## src/rtl/tcw_addr_unit.sv

```systemverilog
// Shared cell address unit: row * COLS + col for every screen access but the fill sweep.
// No dependencies.
`timescale 1ns / 1ps
`default_nettype none

module tcw_addr_unit #(
  parameter int COLS = 80,
  parameter int ROWS = 25
) (
  input  logic [$clog2(ROWS)-1:0]      row,
  input  logic [$clog2(COLS)-1:0]      col,
  output logic [$clog2(ROWS*COLS)-1:0] addr
);

  localparam int AW = $clog2(ROWS*COLS);
  localparam logic [AW-1:0] COLS_A = AW'(COLS);

  assign addr = AW'(row) * COLS_A + AW'(col);

endmodule

`default_nettype wire
```

## config.mk

```make
export PLATFORM = sky130hd
export DESIGN_NAME = tcw_addr_unit
export DESIGN_NICKNAME = d
export VERILOG_FILES = /design/src/rtl/tcw_addr_unit.sv
export SDC_FILE = /design/constraint.sdc
export NUM_CORES = 1
export LEC_CHECK = 0
export BUFFER_PORTS_ARGS = -buffer_cell sky130_fd_sc_hd__buf_2
export CAP_MARGIN = 20
export CORE_AREA = 2 2 39 41
export DETAILED_ROUTE_END_ITERATION = 6
export DIE_AREA = 0 0 41 43
export SKIP_LAST_GASP = 1
export SYNTH_ARGS = -nofsm -noshare
export SYNTH_HDL_FRONTEND = slang
export SYNTH_SLANG_ARGS = --single-unit
```

## constraint.sdc

```tcl
create_clock -name vclk -period 2
set_input_delay 0.3 -clock vclk [all_inputs]
set_output_delay 0.3 -clock vclk [all_outputs]
set_load 0.02 [all_outputs]
```

==> flow_summary_export.csv, run 1 <==
group,metric,value,unit
logic_synthesis,yosys-top-cells-count,"9 x ha_1, 4 x buf_4, 4 x xnor2_1",
drt,drtAntennaViolNets,0,
layout,antenna_cells,0,
sta,max_slew.worst_pin.slew,257.2,ps
worst_setup_path,worstSetupStartpoint,"row[3]",
global_routing,overflow,0,
drt,dr.pass1.iters,4,
logic_synthesis,synth.most_common_cell,"ha_1",
power_and_ir_drop,power,0.2774,mW
drt,vias,303,
drt,drc_errors,0,
placed_design,port_buffers,15,
sta,setup_viol,3,
global_routing,antenna_found_initial,0,
logic_synthesis,synthTopCellsByArea,"ha_1 38%, fa_1 14%, xnor2_1 12%",
logic_synthesis,synth_fp_nets,54,
worst_setup_path,path_cells,"buf_8, ha_4, ha_4, fa_2, nand4_1, xnor2_2, xnor2_2, buf_4",
drt,wl_per_cell,10.91,microns
drt,wl,742,microns
global_routing,grt_pass1_wl,1145,microns
drt,drtIter0Drc,1,
layout,area_growth,91.91,%
layout,drive_gt1_share,71.15,%
layout,regArea,0,sq um
placed_design,globalplace.congestion,0.6957,
sta,slew_violations,0,
power_and_ir_drop,powerDensity,491.6,mW/mm^2
sta,fin_crit_sh,113.1,%
logic_synthesis,syn_avg_cell_area,9.485,sq um
worst_setup_path,critPathMaxStageDelay,550,ps
sta,setup_ws,-262.0,ps
worst_setup_path,cp.buffers_inverters,2,
worst_setup_path,crit_family,"adder cells",
layout,design.seq.count,0,
power_and_ir_drop,p_leak,0.2903,nW
logic_synthesis,netlist_area,294.0,sq um
worst_setup_path,critPathKind,"in2out",
sta,hold_ws,600.0,ps
layout,layout.nets,77,
worst_setup_path,crit_path_start_kind,"primary input",
floorplan,fp.dieH,43,microns
floorplan,die_w,41,microns
floorplan,io_pins,23,
status,violations,"setup timing",
sta,fmax,442.1,MHz
power_and_ir_drop,peakVddDrop,185.6,uV
logic_synthesis,synth_largest_area_cell,"ha_1",
logic_synthesis,synth_top_area_share,38.30,%
sta,final_hold_viol_count,0,
sta,tns,-548.0,ps
run,cap_violations,0,
worst_setup_path,endpoint_kind,"output port",
sta,rsz0062_at_grt,"true",
worst_setup_path,cp.arrival,1960,ps
logic_synthesis,synth_cell_types,10,
worst_hold_path,min_from,"col[2]",
logic_synthesis,seq_area_frac_synth,0,%
worst_hold_path,min_path_type,"in2out",
worst_setup_path,worstPathRequired,1700,ps
drt,via_per_inst,4.456,
worst_setup_path,slowest_stage,"fa_2",
floorplan,core,0.001384,sq mm
floorplan,rows,14,
global_routing,first_global_vias,289,
sta,slew_headroom,82.85,%
sta,period_needed,2262,ps
logic_synthesis,yosysWarnings,0,
layout,n_fill_cell,128,
global_routing,grt_use_total,8.717,%
worst_setup_path,crit_fanout,2,
status,status,"complete, but fails checks",
floorplan,die_area,0.001763,sq mm
global_routing,grt_max_degree,5,
floorplan,start_util,21.25,%
logic_synthesis,syn-instance-count,31,
layout,num-clock-buffers,0,
[repair_timing]
action,in CTS,in global routing
hold endpoints to repair,0,0
cloned,0,0
pin swaps,8,4
endpoints found under the setup margin,3,4
hold buffers,0,0
resized for setup,10,9
buffers inserted,1,2
[per-stage QoR]
stage / utilization [%] / instance area (sq um) / setup slack (ps) / cells
3_5_place_dp: 33.00 / 456.7 / -348.3 / 65
2_1_floorplan: - / 339.1 / -155.7 / 31
6_report: 40.78 / 564.3 / -262.0 / 68
4_1_cts: 36.71 / 508.0 / -283.3 / 66
5_1_grt: 40.78 / 564.3 / -349.7 / 68
3_3_place_gp: 33.00 / 456.7 / -348.6 / 65
[per-layer routing]
layer / up-vias / GRT usage, % / wire length, microns
met5: - / 0 / 0
met4: 0 / 0 / 20
met3: 2 / 0 / 27
met2: 6 / 16.56 / 439
met1: 148 / 10.86 / 255
li1: 147 / - / -
[layout by cell type (no fill, tap or decap), drive strengths merged]
master,Yosys,final
a21oi,2,2
nand2,2,2
nor2,1,1
a21o,3,3
buf,4,25
nand4,1,1
fa,2,2
ha,9,9
xor2,3,3
xnor2,4,4
[path summary, 6_finish.rpt]
check | to | slack [ps] | cells past startpoint
hold / removal | addr[2] | 600 | 0
setup / recovery | addr[10] | -260 | 8
[logic make-up after synthesis]
| family | count (synthesis) | synth area share (%) |
|---|---|---|
| xor gates and xnor gates | 7 | 20.85 |
| buffers and inverters | 4 | 10.21 |
| adders and majority gates | 11 | 51.92 |
| AOI/OAI and AO/OA | 5 | 11.06 |
| and+or+nand+nor | 4 | 5.959 |
[final cells by class]
| cell class | count | area [sq um] | area share [%] |
|---|---|---|---|
| Multi-Input combinational cell | 27 | 362.8 | 64.30 |
| Timing Repair Buffer | 25 | 181.4 | 32.15 |
| Tap cell | 16 | 20.02 | 3.548 |
[where the power goes]
part / internal [mW] / leakage (nW) / switching (mW)
clock: 0 / 0 / 0
sequential: 0 / 0 / 0
combinational: 0.143 / 0.290 / 0.135
total: 0.143 / 0.290 / 0.135
No activity file was read; power rests on OpenSTA's default activity.
==> run 2: changes to the inputs <==
--- a/config.mk
+++ b/config.mk
@@ -10,6 +10,8 @@
 export CORE_AREA = 2 2 39 41
 export DETAILED_ROUTE_END_ITERATION = 6
 export DIE_AREA = 0 0 41 43
+export GPL_ROUTABILITY_DRIVEN = 0
+export GPL_TIMING_DRIVEN = 0
 export SKIP_LAST_GASP = 1
 export SYNTH_ARGS = -nofsm -noshare
 export SYNTH_HDL_FRONTEND = slang
==> flow_summary_export.csv, run 2 (same netlist as run 1, synthesis figures left out) <==
group,metric,value,unit
status,status,"complete, but fails checks",
status,violations,"setup timing",
worst_setup_path,cp.buffers_inverters,2,
drt,dr.pass1.iters,2,
worst_setup_path,cp.depth,8,
floorplan,rows,14,
drt,via_per_inst,4.044,
floorplan,die_area,0.001763,sq mm
sta,setup_viol,3,
drt,wl_per_cell,9.132,microns
sta,final_hold_viol_count,0,
floorplan,io_pins,23,
clock_network,hold_buffers,0,
sta,period_needed,2256,ps
worst_setup_path,critPathKind,"in2out",
worst_setup_path,critPathMaxStageDelay,530,ps
power_and_ir_drop,peakVddDrop,211.5,uV
drt,wl,621,microns
global_routing,grt_pass1_wl,1055,microns
floorplan,fp.dieH,43,microns
drt,drc_errors,0,
layout,drive_gt1_share,67.31,%
floorplan,die_w,41,microns
worst_setup_path,slowest_stage,"fa_2",
layout,design.seq.count,0,
drt,drtAntennaViolNets,0,
layout,area_growth,77.87,%
sta,tns,-522.7,ps
worst_setup_path,crit_fanout,2,
layout,multi_input_area,339.1,sq um
layout,mostFrequentLayoutCell,"buf_2",
sta,slew_headroom,82.09,%
worst_setup_path,path_cells,"buf_8, ha_4, ha_4, fa_2, nand4_1, xnor2_2, xnor2_2, buf_4",
global_routing,grt_max_degree,5,
sta,setup_ws,-255.7,ps
sta,fin_crit_sh,112.8,%
sta,slew_violations,0,
worst_setup_path,endpoint_kind,"output port",
layout,antenna_cells,0,
global_routing,antenna_found_initial,0,
layout,regArea,0,sq um
worst_hold_path,whs_path_depth,2,
global_routing,overflow,0,
sta,rsz0062_at_grt,"true",
layout,num-clock-buffers,0,
floorplan,core,0.001384,sq mm
worst_setup_path,cp.arrival,1960,ps
power_and_ir_drop,powerDensity,462.4,mW/mm^2
global_routing,first_global_vias,288,
drt,drtIter0Drc,3,
layout,final_core_util,37.79,%
layout,n_fill_cell,132,
placed_design,port_buffers,19,
worst_setup_path,crit_family,"adder cells",
sta,hold_ws,816.2,ps
worst_setup_path,worstPathRequired,1700,ps
placed_design,hpwl,525.2,microns
worst_setup_path,crit_path_start_kind,"primary input",
sta,fmax,443.3,MHz
worst_hold_path,min_path_type,"in2out",
layout,final_cell_mix,"14 x buf_2, 9 x buf_4, 5 x ha_1",
run,cap_violations,0,
sta,max_slew.worst_pin.slew,268.6,ps
drt,vias,275,
layout,layout.nets,77,
power_and_ir_drop,p_leak,0.2759,nW
global_routing,grt_use_total,8.032,%
floorplan,start_util,21.25,%
-- run 2: path summary, 6_finish.rpt --
check | start | to
setup / recovery | row[3] | addr[10]
hold / removal | col[3] | addr[3]
-- run 2: final cells by class --
type / count / share of cell area [%]
timing repair buffer: 21 / 25.60
tap: 16 / 3.828
multi-input combinational: 27 / 64.83
buffer: 4 / 5.742
-- run 2: per-stage QoR --
stage	setup WS (ps)	total power [mW]	std cells	instance area, sq um
floorplan	-155.7	0.1492	31	339.1
global placement	-390.5	0.2022	66	454.2
detailed placement	-427.5	0.2038	66	454.2
CTS	-285.0	0.2304	68	510.5
global route	-309.5	0.2641	68	523.0
finish	-255.7	0.2419	68	523.0
-- run 2: per-layer routing --
metal	share of wire, %	GRT usage, %	up-vias
met5	0	0	-
met2	59	16.25	6
met1	37	9.003	120
li1	-	-	149
met3	4.3	0	0
met4	0	0	0
-- run 2: what timing repair did --
item	in CTS	in global routing
buffers inserted	2	0
pin swaps	8	2
endpoints found under the setup margin	3	3
gates resized for setup	9	3
-- run 2: report_power, final --
group	total (mW)	switching [mW]	internal, mW
sequential	0	0	0
combinational	0.242	0.123	0.119
clock	0	0	0
==> run 3: changes to the inputs <==
==> constraint.sdc (replaced) <==
create_clock -name vclk -period 2.8
set_input_delay 0.42 -clock vclk [all_inputs]
set_output_delay 0.42 -clock vclk [all_outputs]
set_load 0.02 [all_outputs]
==> flow_summary_export.csv, run 3 (same netlist as run 1, synthesis figures left out) <==
group,metric,value,unit
sta,fmax,367.9,MHz
worst_hold_path,min_from,"col[0]",
worst_setup_path,slowest_stage,"fa_1",
layout,n_fill_cell,163,
worst_setup_path,worstPathRequired,2380,ps
sta,slew_violations,0,
layout,area_growth,45.11,%
power_and_ir_drop,p_leak,0.2497,nW
global_routing,overflow,0,
floorplan,core,0.001384,sq mm
sta,setup_viol,0,
worst_setup_path,critPathMaxStageDelay,420,ps
sta,slew_headroom,85.77,%
worst_setup_path,endpoint_kind,"output port",
layout,final_cell_mix,"18 x buf_2, 9 x ha_1, 6 x buf_4",
layout,antenna_cells,0,
status,status,"complete, no violations",
drt,drtIter0Drc,1,
layout,final_cell_count_no_fill,67,
floorplan,start_util,21.25,%
sta,period_needed,2718,ps
worst_setup_path,path_cells,"buf_2, ha_1, ha_1, fa_1, xor2_2, nand4_1, xnor2_1, xnor2_1, buf_4",
placed_design,pre_cts_ws,53.50,ps
layout,num-clock-buffers,0,
sta,final_hold_viol_count,0,
worst_setup_path,crit_fanout,3,
global_routing,antenna_found_initial,0,
worst_setup_path,cp.buffers_inverters,2,
placed_design,dp.cells,66,
worst_setup_path,cp.arrival,2300,ps
power_and_ir_drop,power,0.1409,mW
clock_network,hold_buffers,0,
layout,drive_gt1_share,49.02,%
layout,final_area,426.7,sq um
worst_hold_path,whs_path_depth,2,
drt,dr.pass1.iters,2,
sta,hold_ws,1056,ps
layout,multi_input_area,271.5,sq um
global_routing,first_global_vias,244,
worst_setup_path,crit_family,"adder cells",
floorplan,io_pins,23,
sta,setup_ws,82.09,ps
drt,wl_per_cell,8.925,microns
drt,via_per_inst,4.134,
placed_design,port_buffers,19,
drt,drc_errors,0,
floorplan,rows,14,
run,cap_violations,0,
drt,drtAntennaViolNets,0,
layout,design.seq.count,0,
drt,wl,598,microns
floorplan,fp.dieH,43,microns
global_routing,grt_use_total,6.907,%
layout,final_core_util,30.83,%
floorplan,die_area,0.001763,sq mm
global_routing,grt_max_degree,5,
worst_setup_path,crit_path_start_kind,"primary input",
layout,regArea,0,sq um
worst_setup_path,critPathKind,"in2out",
worst_hold_path,min_path_type,"in2out",
global_routing,grt_pass1_wl,931,microns
power_and_ir_drop,powerDensity,330.2,mW/mm^2
layout,mostFrequentLayoutCell,"buf_2",
floorplan,die_w,41,microns
sta,fin_crit_sh,97.07,%
power_and_ir_drop,peakVddDrop,152.4,uV
layout,layout.nets,76,
sta,tns,0,ps
worst_hold_path,min_to,"addr[0]",
sta,max_slew.worst_pin.slew,213.5,ps
placed_design,placed_area,409.1,sq um
drt,vias,277,
## run 3: cell count changes in the layout (fill, tap and decap cells not counted), moves of 3 or more
| cell | previous run | this run |
|---|---|---|
| buf_2 | 14 | 18 |
| ha_1 | 5 | 9 |
| ha_4 | 3 | 0 |
| buf_4 | 9 | 6 |
| xnor2_2 | 3 | 0 |
| xnor2_1 | 1 | 4 |
## run 3: worst max path at each step
stage,cells after the start,startpoint,endpoint,slack (ps)
after floorplan,7,row[1],addr[10],250
after global placement,9,row[1],addr[10],70
after detailed placement,9,row[1],addr[10],50
after CTS,9,row[1],addr[10],40
after global routing,9,row[1],addr[10],-20
final,9,row[1],addr[10],80
## run 3: cell type report
type	count	share of cell area, %
well taps	16	4.692
repair buffers	20	24.63
plain buffers	4	7.038
multi-input cells	27	63.64
## run 3: routing by layer
layer	global-route usage (%)	vias to the layer above	share of wire (%)
met5	0	-	0
met3	0.5236	0	9.5
met1	8.599	123	41
met4	0	0	0
li1	-	144	-
met2	12.81	10	49
## run 3: where the power goes
group          switching, mW  internal [mW]  total, mW
clock network              0              0          0
logic                 0.0797         0.0612      0.141
registers                  0              0          0
total                 0.0797         0.0612      0.141
## run 3: timing repair
| item | in CTS | in global routing |
|---|---|---|
| resized for setup | 0 | 2 |
| endpoints found under the setup margin | 0 | 1 |
| setup buffers | 0 | 1 |
